--- config.mk ---
export PLATFORM = sky130hd
export DESIGN_NAME = dctc_mul
export DESIGN_NICKNAME = d
export VERILOG_FILES = /design/src/hw/rtl/dctc_pkg.sv /design/src/hw/rtl/dctc_mul.sv
export SDC_FILE = /design/constraint.sdc
export NUM_CORES = 2
export LEC_CHECK = 0
export BUFFER_PORTS_ARGS = -buffer_cell sky130_fd_sc_hd__buf_2
export CAP_MARGIN = 30
export CELL_PAD_IN_SITES_DETAIL_PLACEMENT = 0
export CELL_PAD_IN_SITES_GLOBAL_PLACEMENT = 2
export CORE_ASPECT_RATIO = 0.5
export CORE_MARGIN = 2
export CORE_UTILIZATION = 47
export CTS_CLUSTER_SIZE = 30
export DETAILED_ROUTE_END_ITERATION = 10
export MAX_ROUTING_LAYER = met4
export PLACE_DENSITY_LB_ADDON = 0.1
export REMOVE_ABC_BUFFERS = 1
export SYNTH_ARGS = -nofsm -noshare
export SYNTH_HDL_FRONTEND = slang
export SYNTH_SLANG_ARGS = --single-unit
--- constraint.sdc ---
create_clock -name clk -period 12.5 [get_ports clk]
set_input_delay 1.25 -clock clk [delete_from_list [all_inputs] [get_ports clk]]
set_output_delay 1.25 -clock clk [all_outputs]
set_load 0.01 [all_outputs]
--- src/hw/rtl/dctc_pkg.sv ---
// ============================================================================
// dctc_pkg
// Types, codes and reset constants shared by the time-of-day clock modules.
// ============================================================================
`default_nettype none

package dctc_pkg;

  // Function codes carried by an input item.
  localparam logic [2:0] FUNC_TICK     = 3'd0;
  localparam logic [2:0] FUNC_READ_RAW = 3'd1;
  localparam logic [2:0] FUNC_READ_COR = 3'd2;
  localparam logic [2:0] FUNC_SET      = 3'd3;
  localparam logic [2:0] FUNC_STEP     = 3'd4;
  localparam logic [2:0] FUNC_DRIFT    = 3'd5;

  // Configuration register indexes.
  localparam int          CFG_INDEX_W            = 3;
  localparam int          CFG_DATA_W             = 32;
  localparam logic [2:0]  CFG_TICK_RESOLUTION    = 3'd0;
  localparam logic [2:0]  CFG_DRIFT_LIMIT        = 3'd1;
  localparam logic [2:0]  CFG_TICK_RATE_WHOLE    = 3'd2;
  localparam logic [2:0]  CFG_TICK_RATE_FRACTION = 3'd3;
  localparam logic [2:0]  CFG_TIMER_SCALE        = 3'd4;

  // Reset values of the configuration registers.
  localparam logic [31:0] RST_TICK_RESOLUTION    = 32'd4294967;
  localparam logic [30:0] RST_DRIFT_LIMIT        = 31'h7FFF_FFFF;
  localparam logic [15:0] RST_TICK_RATE_WHOLE    = 16'd1000;
  localparam logic [30:0] RST_TICK_RATE_FRACTION = 31'd0;
  localparam logic [31:0] RST_TIMER_SCALE        = 32'd0;

  // Rounding constant of the interpolation, one half in Q31.
  localparam logic [63:0] ROUND_HALF = 64'h0000_0000_4000_0000;

  // Shared multiplier operand A is signed and one bit wider than a word.
  localparam int MUL_A_W = 33;

  typedef enum logic [2:0] {
    ST_IDLE,
    ST_MUL0,
    ST_MUL1,
    ST_MUL2,
    ST_FOLD,
    ST_SUM,
    ST_DONE
  } st_t;

  typedef struct packed {
    logic       in_valid;
    logic [2:0] in_func;
    logic [2:0] op_func;
    logic       out_free;
  } seq_in_t;

  typedef struct packed {
    logic in_ready;
    st_t  step;
    logic mul_en;
    logic commit;
  } seq_ctrl_t;

endpackage

`default_nettype wire

--- src/hw/rtl/dctc_mul.sv ---
// ============================================================================
// dctc_mul
// Shared signed-by-unsigned multiplier with a registered 64-bit product.
// ============================================================================
`default_nettype none

module dctc_mul
  import dctc_pkg::*;
(
  input  wire logic                      clk,
  input  wire logic                      en,
  input  wire logic signed [MUL_A_W-1:0] a,
  input  wire logic [31:0]               b,
  output logic [63:0]                    prod
);

  logic signed [MUL_A_W+32:0] full;

  // B is zero extended so the product is a plain signed multiply.
  assign full = a * $signed({1'b0, b});

  always_ff @(posedge clk) begin
    if (en) begin
      prod <= full[63:0];
    end
  end

endmodule

`default_nettype wire

# After elaboration in Yosys (flattened, before gate mapping)
# Cells that the tools add are included.
# classes
multipliers	1
# op_table
cell	count
33-bit by 33-bit multiplier with 64-bit output	1
# totals
reg_bits	64
output_inout_bits	64
elab_cells	2

# Logic depth before layout (Yosys ltp)
# logic_depth
depth_word	1
depth_mapped	30

# Worst setup path before layout
# No wires, ideal clock.
# synth_timing
path_kind	input to register
start	input a[32]
end	register prod[63] (data pin)
arrival_time_ps	8529
setup_slack_ps	3705
path_stages	22
cell_sequence	clkbuf_1 nand2_1 inv_1 fa_1 fa_1 fa_1 inv_1 fa_1 inv_1 fa_1 fa_1 fa_1 fa_1 ha_1 and4_1 nand2_1 or4_1 nor2_1 a2111oi_0 nor2_1 mux2i_1 nand4_1
# synth_between
elab_chain_cells	1
# synth_lines
element	line_no	text
start: declaration	dctc_mul.sv:12	input wire logic signed [MUL_A_W-1:0] a,
33-bit by 33-bit multiplier with 64-bit output	dctc_mul.sv:20	assign full = a * $signed({1'b0, b});
named net full[63]	dctc_mul.sv:17	logic signed [MUL_A_W+32:0] full;
end signal: assignment	dctc_mul.sv:24	prod <= full[63:0];
end: declaration	dctc_mul.sv:14	output logic [63:0] prod
# The timed path passes the listed nets, and every way through them passes these cells.
# A chain may end at the register's enable or synchronous reset.

# Worst setup path in the final report
# Same ends and word-level chain as after synthesis.

==> qor.yml <==
initial_utilization_pct: 47.8
area_delta_synth_final_pct: 4.30
fin_crit_sh_pct: 77.2
top_regs: "prod x64"
port_buffers: 130
fp.dieW_um: 413
maxCapViolCount: 0
h-tree-depth: 3
critPathKind: "in -> reg"
cts_buffer_depth: 2
grt_max_degree: 65
clkTransAtPathRegs_ps: 50
ys_seq_area_share_pct: 4.89
seqCellArea_sq_mm: 0.00192
synth_cells: 4070
largest_register_ffs: 64
cts.sinks: 64
finalCriticalPeriod_ps: 9650
num_rows: 74
die_h_um: 208
hold_viol: 0
dr.pass1.iters: 7
hp-class: "in -> reg"
die_area_sq_mm: 0.0861
outcome: "complete, no violations"
drt-vias-per-instance: 5.11
worst_ep_arrival_time_ps: 9730
fmax_mhz: 104
worstPathRequired_ps: 12580
async_flop_share_pct: 0
tightest_slew_ps: 976
setup_viol: 0
synth_cell_type_count: 61
final_common_cell: "fa_1"
drt-wirelength-per-cell_um: 20.2
crit_path_start_kind: "input pin"
io_pins: 131
fill_cells: 7850
wl_mm: 104
rsz0062_at_grt: "no"
grt_pass1_vias: 29500
cts_resized: 0
antenna_found_initial: 6
relSlewSlack_pct: 34.9
cts-root-buf: "clkbuf_16"
cts_tree: "built"
drive_above_1_share_pct: 4.39
place.gp.congestion: 0.857
numCtsBuffers: 9
first_iter_violations: 1477
synthFlopType: "edfxtp_1"
dp_hpwl_mm: 84.4
worstPathMaxFanout: 32
critPathCaptureType: "flip-flop"
cts_hold_repair.buffers: 0
fin_nets: 5374
grt_pass1_wl_mm: 167
yosys_warnings: 0
synth_edf_count: 64
syn_area_sq_mm: 0.0393
grt-ovfl-total: 0
most-common-layout-cells: "fa_1, inv_1, and2_1"
vias: 26200
maxSlewViolCount: 0
syn_area_per_cell_sq_um: 9.66
multiInputGateArea_sq_mm: 0.0326
setup_tns_ps: 0
coreArea_sq_mm: 0.0822
synth_seq_cells: 64
cts_setup_buffers: 0
final_antenna_net_count: 0
drc: 0
top_register: "prod"
grtUsageTotal_pct: 26.2
-- layer usage --
metal  vias up  GRT usage (%)  share of wire, %
met2       552           44.6                52
met5         -              -                 0
li1      11500              -                 -
met1     14100           33.4                41
met3       126           2.90               4.3
met4         0           6.62               2.9
-- stage by stage --
step / hold slack (ps) / worst slack (ps) / std cells / cell area, sq um / util, %
after global routing: 1640 / 2250 / 5134 / 41000 / 49.9
after global placement: 1660 / 2650 / 5119 / 40700 / 49.5
final: 1630 / 2850 / 5135 / 41000 / 49.9
after detailed placement: 1660 / 2420 / 5119 / 40700 / 49.5
after CTS: 1630 / 2790 / 5134 / 41000 / 49.9
after floorplan: 1360 / 3960 / 3867 / 38500 / -
-- path summary, 6_finish.rpt --
path   from                 end  slack [ps]  cells after the start
max   a[32]  prod[63]$_DFFE_PP_        2850                     22
min      en  prod[53]$_DFFE_PP_        1630                      2
-- Yosys cell counts (5+ instances only) --
library cell     n  share of area [%]
a21o_1          23               0.44
a21oi_1         76               0.97
a31oi_1          7               0.11
and2_1         741                 12
clkbuf_1       200                1.9
edfxtp_1        64                4.9
fa_1          1093                 56
ha_1           186                5.9
inv_1         1065                 10
nand2_1        364                3.5
nand2b_1         5              0.080
nand3_1          9               0.11
nand4_1         13               0.21
nor2_1          25               0.24
nor3_1           7              0.089
o21a_1           5              0.096
o21ai_0         33               0.42
o21bai_1        10               0.19
xnor2_1         58                1.3
xor2_1          19               0.42
-- kinds of logic (layout without fill, tap and decap cells) --
group	count (synthesis)	count (layout)	share of synthesized area [%]
other	0	1	0
flip-flops	64	64	4.89
XOR/XNOR	77	77	1.72
AND/OR/NAND/NOR	1189	1189	16.4
AO/OA/AOI/OAI	192	192	3.19
adder cells (fa/ha/maj)	1279	1279	61.6
multiplexers	1	1	0.0255
buffers and inverters	1268	1230	12.1
-- final cells by class --
class | count | share of cell area [%]
multi-input combinational | 2738 | 79.6
antenna | 1 | 0.00610
clock buffer | 11 | 0.568
timing repair buffer | 150 | 1.95
sequential | 64 | 4.69
clock inverter | 4 | 0.113
tap | 1102 | 3.36
inverter | 1065 | 9.75
-- worst max-delay path, cell delays in order --
cell	delay [ps]
buf_2	520
nand2_1	190
inv_1	170
fa_1	500
fa_1	550
fa_1	920
inv_1	200
fa_1	810
inv_1	320
fa_1	540
fa_1	570
fa_1	440
fa_1	470
ha_1	380
and4_1	250
nand2_1	90
or4_1	520
nor2_1	160
a2111oi_0	160
nor2_1	330
mux2i_1	220
nand4_1	110
Power is not shown: default switching activity piles up to over one toggle a cycle in this logic, so the estimate is an artifact.
