==> src/hw/rtl/dctc_pkg.sv <==
// ============================================================================
// dctc_pkg
// Types, codes and reset constants shared by the time-of-day clock modules.
// ============================================================================
`default_nettype none

package dctc_pkg;

  // Function codes carried by an input item.
  localparam logic [2:0] FUNC_TICK     = 3'd0;
  localparam logic [2:0] FUNC_READ_RAW = 3'd1;
  localparam logic [2:0] FUNC_READ_COR = 3'd2;
  localparam logic [2:0] FUNC_SET      = 3'd3;
  localparam logic [2:0] FUNC_STEP     = 3'd4;
  localparam logic [2:0] FUNC_DRIFT    = 3'd5;

  // Configuration register indexes.
  localparam int          CFG_INDEX_W            = 3;
  localparam int          CFG_DATA_W             = 32;
  localparam logic [2:0]  CFG_TICK_RESOLUTION    = 3'd0;
  localparam logic [2:0]  CFG_DRIFT_LIMIT        = 3'd1;
  localparam logic [2:0]  CFG_TICK_RATE_WHOLE    = 3'd2;
  localparam logic [2:0]  CFG_TICK_RATE_FRACTION = 3'd3;
  localparam logic [2:0]  CFG_TIMER_SCALE        = 3'd4;

  // Reset values of the configuration registers.
  localparam logic [31:0] RST_TICK_RESOLUTION    = 32'd4294967;
  localparam logic [30:0] RST_DRIFT_LIMIT        = 31'h7FFF_FFFF;
  localparam logic [15:0] RST_TICK_RATE_WHOLE    = 16'd1000;
  localparam logic [30:0] RST_TICK_RATE_FRACTION = 31'd0;
  localparam logic [31:0] RST_TIMER_SCALE        = 32'd0;

  // Rounding constant of the interpolation, one half in Q31.
  localparam logic [63:0] ROUND_HALF = 64'h0000_0000_4000_0000;

  // Shared multiplier operand A is signed and one bit wider than a word.
  localparam int MUL_A_W = 33;

  typedef enum logic [2:0] {
    ST_IDLE,
    ST_MUL0,
    ST_MUL1,
    ST_MUL2,
    ST_FOLD,
    ST_SUM,
    ST_DONE
  } st_t;

  typedef struct packed {
    logic       in_valid;
    logic [2:0] in_func;
    logic [2:0] op_func;
    logic       out_free;
  } seq_in_t;

  typedef struct packed {
    logic in_ready;
    st_t  step;
    logic mul_en;
    logic commit;
  } seq_ctrl_t;

endpackage

`default_nettype wire

==> src/hw/rtl/dctc_seq.sv <==
// ============================================================================
// dctc_seq
// Sequencer that steps one item through the shared multiplier.
// ============================================================================
`default_nettype none

module dctc_seq
  import dctc_pkg::*;
(
  input  wire logic    clk,
  input  wire logic    rst,
  input  wire seq_in_t sin,
  output seq_ctrl_t    ctrl
);

  st_t state, state_next;

  always_ff @(posedge clk) begin
    if (rst) begin
      state <= ST_IDLE;
    end else begin
      state <= state_next;
    end
  end

  always_comb begin
    state_next = state;
    case (state)
      ST_IDLE: begin
        if (sin.in_valid) begin
          if (sin.in_func inside {FUNC_READ_RAW, FUNC_READ_COR, FUNC_SET, FUNC_DRIFT}) begin
            state_next = ST_MUL0;
          end else begin
            state_next = ST_DONE;
          end
        end
      end
      ST_MUL0: state_next = ST_MUL1;
      ST_MUL1: state_next = ST_MUL2;
      ST_MUL2: begin
        state_next = (sin.op_func == FUNC_DRIFT) ? ST_DONE : ST_FOLD;
      end
      ST_FOLD: state_next = ST_SUM;
      ST_SUM:  state_next = ST_DONE;
      ST_DONE: begin
        if (sin.out_free) begin
          state_next = ST_IDLE;
        end
      end
      default: state_next = ST_IDLE;
    endcase
  end

  always_comb begin
    ctrl.in_ready = (state == ST_IDLE);
    ctrl.step     = state;
    ctrl.mul_en   = (state inside {ST_MUL0, ST_MUL1, ST_MUL2});
    ctrl.commit   = (state == ST_DONE) && sin.out_free;
  end

endmodule

`default_nettype wire

==> config.mk <==
export PLATFORM = sky130hd
export DESIGN_NAME = dctc_seq
export DESIGN_NICKNAME = d
export VERILOG_FILES = /design/src/hw/rtl/dctc_pkg.sv /design/src/hw/rtl/dctc_seq.sv
export SDC_FILE = /design/constraint.sdc
export NUM_CORES = 1
export LEC_CHECK = 0
export BUFFER_PORTS_ARGS = -buffer_cell sky130_fd_sc_hd__buf_2
export CORE_AREA = 2 2 39 41
export DETAILED_ROUTE_END_ITERATION = 7
export DIE_AREA = 0 0 41 43
export MAX_ROUTING_LAYER = met4
export PLACE_DENSITY = 0.44
export SYNTH_ARGS = -nofsm -noshare
export SYNTH_HDL_FRONTEND = slang
export SYNTH_SLANG_ARGS = --single-unit
==> constraint.sdc <==
create_clock -name clk -period 1.05 [get_ports clk]
set_input_delay 0.105 -clock clk [delete_from_list [all_inputs] [get_ports clk]]
set_output_delay 0.105 -clock clk [all_outputs]
set_load 0.05 [all_outputs]
# ---- Yosys cells after proc, flatten, opt, wreduce, memory -nomap -nowiden
# Cells that the tools add are included.
dict set report word_totals {
  output_inout_bits 6
  ff_bits 3
}
dict set report op_classes {
  n_reduce_logical 5
  n_eq_ne 13
  n_mux 5
}
# operator n
set ops {}
lappend ops {{$pmux 3 s7} 1}
lappend ops {{$eq 3x3->1 const B} 5}
lappend ops {{$eq 3x2->1 const B} 4}
lappend ops {{$mux 3} 3}
lappend ops {{$eq 3x1->1 const B} 2}
lappend ops {{$ne 2x2->1 const B} 2}
lappend ops {{$reduce_bool 4->1} 1}
lappend ops {{$logic_not 3->1} 1}
lappend ops {{$reduce_bool 3->1} 1}
lappend ops {{$mux 2} 1}
lappend ops {{$reduce_and 2->1} 1}
lappend ops {{$logic_and 1x1->1} 1}

# ---- Logic depth before layout (Yosys ltp)
# Gate-level depths: netlist of the first run.
dict set report depth {
  depth_word 5
  depth_mapped 4
  mapped_depth_nobuf 3
}

# ---- Worst setup path after synthesis of the first run
# OpenSTA, ideal clock, no wires.
dict set report synth_path {
  path_type {reg2out}
  start {register state[0]}
  end {output port ctrl[5] in the netlist's numbering}
  required_time_ns 0.945
  stages_incl_launch_ff 3
  setup_slack_ns -0.849
  t_arrival_ns 1.794
  cell_sequence {dfxtp_1 -> clkbuf_2 -> nor3_1}
}
# element line_no
set synth_rtl {}
lappend synth_rtl {{start, declared} dctc_seq.sv:16} ;# st_t state, state_next;
lappend synth_rtl {{start signal, assigned} dctc_seq.sv:22} ;# state <= state_next;
lappend synth_rtl {{end, declared} dctc_seq.sv:13} ;# output seq_ctrl_t ctrl

==> results of run 1 <==
[cells by family (layout without fill, tap and decap cells)]
family          Yosys count  count (layout)  share of synthesized area, %
simple gates             13              13                          35.2
mux                       1               1                          4.08
compound gates            7               7                          23.5
buf+inv                   4              26                          12.8
flops                     3               3                          24.5
[placed cells by master, fill, tap and decap left out]
master,netlist,routed
a211o_1,1,1
a21bo_1,1,1
a21boi_0,1,1
a21oi_1,2,2
a221oi_2,1,1
a31oi_1,1,1
and2b_1,1,1
and4b_4,0,1
buf_12,0,1
buf_2,0,9
buf_4,0,5
buf_6,2,4
buf_8,0,1
clkbuf_1,0,1
clkbuf_4,0,4
dfxtp_4,0,3
inv_1,1,1
mux2i_1,1,1
nand2b_1,2,2
nand4_1,2,2
nand4b_1,1,1
nor2_1,4,1
nor2_2,0,2
nor2_4,0,1
nor2b_4,1,1
nor3_4,0,1
[per-stage QoR]
stage | cell area [um2] | utilization, % | TNS, ps
floorplan | 287 | - | -185
global placement | 365 | 26.4 | 0
detailed placement | 365 | 26.4 | 0
CTS | 455 | 32.9 | -221
global route | 472 | 34.1 | -475
finish | 472 | 34.1 | -178
[metal layers]
metal | vias to the layer above | global-route usage [%] | share of wire, %
li1 | 147 | - | -
met1 | 121 | 11.2 | 43
met4 | 0 | 8.00 | 0
met3 | 0 | 4.71 | 3.8
met2 | 9 | 13.8 | 53
met5 | - | - | 0
[path summary, 6_finish.rpt]
kind | startpoint | end | slack [ps] | cells after the start
min reg2reg | state[0] | state[2] | 630 | 3
min | rst | state[1] | 70 | 2
max | state[0] | ctrl[0] | -110 | 2
max reg2reg | state[0] | state[2] | -30 | 5
[cell type report]
cell class | instances | area [um2] | area share, %
multi-input combinational | 21 | 180 | 38.2
tap | 16 | 20.0 | 4.24
sequential | 3 | 71.3 | 15.1
clock buffer | 4 | 26.3 | 5.57
inverter | 1 | 3.75 | 0.796
timing repair buffer | 21 | 170 | 36.1
[power breakdown]
group          internal, mW  switching (mW)
Combinational         0.296           0.351
Clock                 0.142          0.0599
Sequential            0.153          0.0585
Total                 0.591           0.469
[what timing repair did]
| action | in CTS | in global routing |
|---|---|---|
| resized for setup | 11 | 3 |
| setup endpoints to repair | 4 | 8 |
| pin swaps | 1 | 4 |
| setup buffers | 4 | 1 |
[worst reg2reg max path: stages, from the launching register on]
cell	delay [ps]
dfxtp_4	370
buf_4	120
buf_4	100
nor2_1	40
a221oi_2	230
a21oi_1	100
==> impl_metrics.yaml, run 1 <==
power_and_ir_drop:
  leakage_nw: 0.211
  power_mw: 1.06
  ir_drop_v: 0.000660
  powerDensity_nw_per_um2: 2250
grt:
  grt.overflow.total: 0
  antenna_found_initial: 0
  grt_max_degree: 10
  grt_pass1_wl_um: 1100
  gr-usage-all-layers_pct: 10.3
  grt_pass1_vias: 269
floorplanning:
  die_h_um: 43
  start_util_pct: 17.7
  num_rows: 14
  chipWidth_um: 41
  ioPinCount: 16
  die-area_um2: 1760
  core_area_um2: 1380
place:
  dp_cells: 57
  pre_cts_slack_ps: 28.7
  place.gp.congestion: 0.736
  portBuffers: 15
yosys:
  yosys_register_bits: 3
  synth_top_area_cell: "dfxtp_1"
  yosysSeqAreaShare_pct: 24.5
  avgSynthCellArea_um2: 8.76
  synth_top_area_share_pct: 24.5
  synth_area_leaders: "dfxtp_1, buf_6, a221oi_2"
  async_flop_share_pct: 0
  yosysUniqueCellTypes: 19
  synth.most_common_cell: "nor2_1"
  yosys_warnings: 0
  synth_area_um2: 245
  ys.flop_type: "dfxtp_1"
  synth_nets: 38
  synth_edf_count: 0
  synthCells: 28
  yosys-top-cells-count: "nor2_1, dfxtp_1"
timing:
  relSlewSlack_pct: 87.3
  skew_ps: 4.03
  clock.fmax_mhz: 861
  tightest_slew_ps: 190
  holdWs_ps: 67.4
  finalSetupViolCount: 3
  finalCriticalPeriod_ps: 1160
  min_period_over_period_pct: 111
  drv_slew: 0
  layout_setup_ws_ps: -111
  rsz0062_at_grt: "true"
  hold_viol: 0
layout:
  reg_top3: "state x3"
  largest_reg_flops: 3
  synthToLayoutAreaGrowth_pct: 92.3
  stdcell_count: 66
  top_register: "state"
  diodes: 0
  fin_nets: 61
  fillCellCount: 158
  drive_above_1_share_pct: 68.0
hold_path:
  hold_path.class: "primary input to flip-flop"
critical_path:
  slowest_stage: "dfxtp_4"
  max_stage_delay_ps: 360
  start_kind: "flip-flop"
  crit_chain: "and4b_4, buf_8"
  worstPathRequired_ps: 940
  crit_type: "flip-flop to output pin"
  cp-end-kind: "output pin"
  crit_arrival_ps: 1060
  worst-path-buf-inv: 1
  critPathMaxFanout: 5
  crit_family: "flip-flops"
clock_tree:
  cts_root_buf: "clkbuf_4"
  cts_sinks: 3
  tritoncts.num_buffers: 3
  cts_max_level: 1
  clk_pin_slew_ps: 40
  worstSkewPairLatency_ps: 230
  tritoncts: "yes"
  clock_path_buffers: 2
  ctsHoldBuffers: 0
detailed_routing:
  drt_wl_total_um: 652
  final_antenna_net_count: 0
  drt_iter0_markers: 2
  drc: 0
  wl_per_cell_um: 9.88
  vias_per_cell: 4.20
  via_count: 277
  drt_pass1_iterations: 3
outcome:
  violations: "negative setup slack"
  status: "finished with violations"
flow_run:
  drv_cap: 0
Power figures use the tool's default switching activity.
==> run 2, diff against run 1 <==
--- a/config.mk
+++ b/config.mk
@@ -11,6 +11,7 @@
 export DIE_AREA = 0 0 41 43
 export MAX_ROUTING_LAYER = met4
 export PLACE_DENSITY = 0.44
+export SKIP_LAST_GASP = 1
 export SYNTH_ARGS = -nofsm -noshare
 export SYNTH_HDL_FRONTEND = slang
 export SYNTH_SLANG_ARGS = --single-unit
==> impl_metrics.yaml, run 2 (synthesis results as in run 1) <==
outcome:
  status: "finished with violations"
  violations: "negative setup slack"
power_and_ir_drop:
  leakage_nw: 0.210
  powerDensity_nw_per_um2: 2230
  ir_drop_v: 0.000671
  power_mw: 1.04
clock_tree:
  cts_root_buf: "clkbuf_4"
  clock_path_buffers: 2
  cts_sinks: 3
  clk_pin_slew_ps: 30
  tritoncts.num_buffers: 3
  worstSkewPairLatency_ps: 230
  cts_max_level: 1
  tritoncts: "yes"
place:
  dpl-instance-area_um2: 365
  portBuffers: 15
  place.gp.congestion: 0.736
layout:
  final_common_cell: "buf_2"
  drive_above_1_share_pct: 68.0
  top_register: "state"
  reg_top3: "state x3"
  final_cell_area_um2: 468
  diodes: 0
  fillCellCount: 159
  synthToLayoutAreaGrowth_pct: 90.8
  fin_nets: 61
  largest_reg_flops: 3
  final_cell_mix: "buf_2, buf_4, clkbuf_4, buf_6, dfxtp_4"
timing:
  hold_viol: 0
  clock.fmax_mhz: 865
  drv_slew: 0
  holdWs_ps: 68.7
  tns_ps: -190
  finalCriticalPeriod_ps: 1160
  finalSetupViolCount: 3
  rsz0062_at_grt: "true"
  layout_setup_ws_ps: -106
  min_period_over_period_pct: 110
  tightest_slew_ps: 190
  skew_ps: 0.492
  relSlewSlack_pct: 87.3
critical_path:
  r2r.worst_path.cells: 5
  cp-end-kind: "output pin"
  start_kind: "flip-flop"
  worstPathRequired_ps: 940
  crit_type: "flip-flop to output pin"
  critPathMaxFanout: 5
  crit_arrival_ps: 1050
floorplanning:
  die_h_um: 43
  chipWidth_um: 41
  num_rows: 14
  die-area_um2: 1760
  ioPinCount: 16
  core_area_um2: 1380
  start_util_pct: 17.7
detailed_routing:
  drc: 0
  vias_per_cell: 4.18
  drt_wl_total_um: 629
  wl_per_cell_um: 9.53
  final_antenna_net_count: 0
  drt_pass1_iterations: 2
  drt_iter0_markers: 3
  via_count: 276
grt:
  grt_pass1_vias: 264
  grt.overflow.total: 0
  grt_max_degree: 10
  grt_pass1_wl_um: 1060
  antenna_found_initial: 0
  gr-usage-all-layers_pct: 9.87
hold_path:
  min_path_cells: 2
  hold_path.class: "primary input to flip-flop"
flow_run:
  drv_cap: 0
==> run 2: cell count changes in the layout (fill, tap and decap cells not counted) <==
cell	previous run	this run
buf_4	5	6
buf_6	4	3
==> run 2: worst paths after layout <==
kind | start | end | slack, ps
worst max-delay path | state[0] | ctrl[0] | -110
worst min register to register | state[0] | state[2] | 630
worst max register to register | state[0] | state[2] | -30
worst min-delay path | rst | state[2] | 70
==> run 2: what timing repair did <==
| action | in CTS | in global routing |
|---|---|---|
| hold buffers | 0 | 0 |
| setup buffers | 4 | 1 |
| setup endpoints to repair | 4 | 8 |
| pin swaps | 0 | 4 |
| gates resized for setup | 9 | 5 |
==> run 2: final cells by class <==
class / instances / area, um2 / share of cell area, %
Sequential cell: 3 / 71.3 / 15.2
Multi-Input combinational cell: 21 / 180 / 38.5
Timing Repair Buffer: 21 / 166 / 35.6
Clock buffer: 4 / 26.3 / 5.61
Tap cell: 16 / 20.0 / 4.28
Inverter: 1 / 3.75 / 0.802
==> run 2: layer usage <==
layer / up-vias / track usage (%) / part of all wire (%)
met2: 9 / 12.8 / 53
li1: 147 / - / -
met1: 120 / 10.9 / 43
met4: 0 / 8.00 / 0
met3: 0 / 4.71 / 4.0
met5: - / - / 0
==> run 2: critical path, stage by stage (launching register included) <==
cell and delay, ps:
dfxtp_4 350, and4b_4 320, buf_8 140
==> run 2: stage by stage <==
stage	setup WS, ps	utilization, %	std cells
floorplan	-65.5	-	28
global placement	31.9	26.4	57
detailed placement	28.7	26.4	57
CTS	-119	32.5	65
global route	-159	33.8	66
finish	-106	33.8	66
==> run 2: power by group <==
group	internal (mW)	switching [mW]
registers	0.153	0.0583
clock network	0.142	0.0557
logic	0.287	0.346
total	0.582	0.460
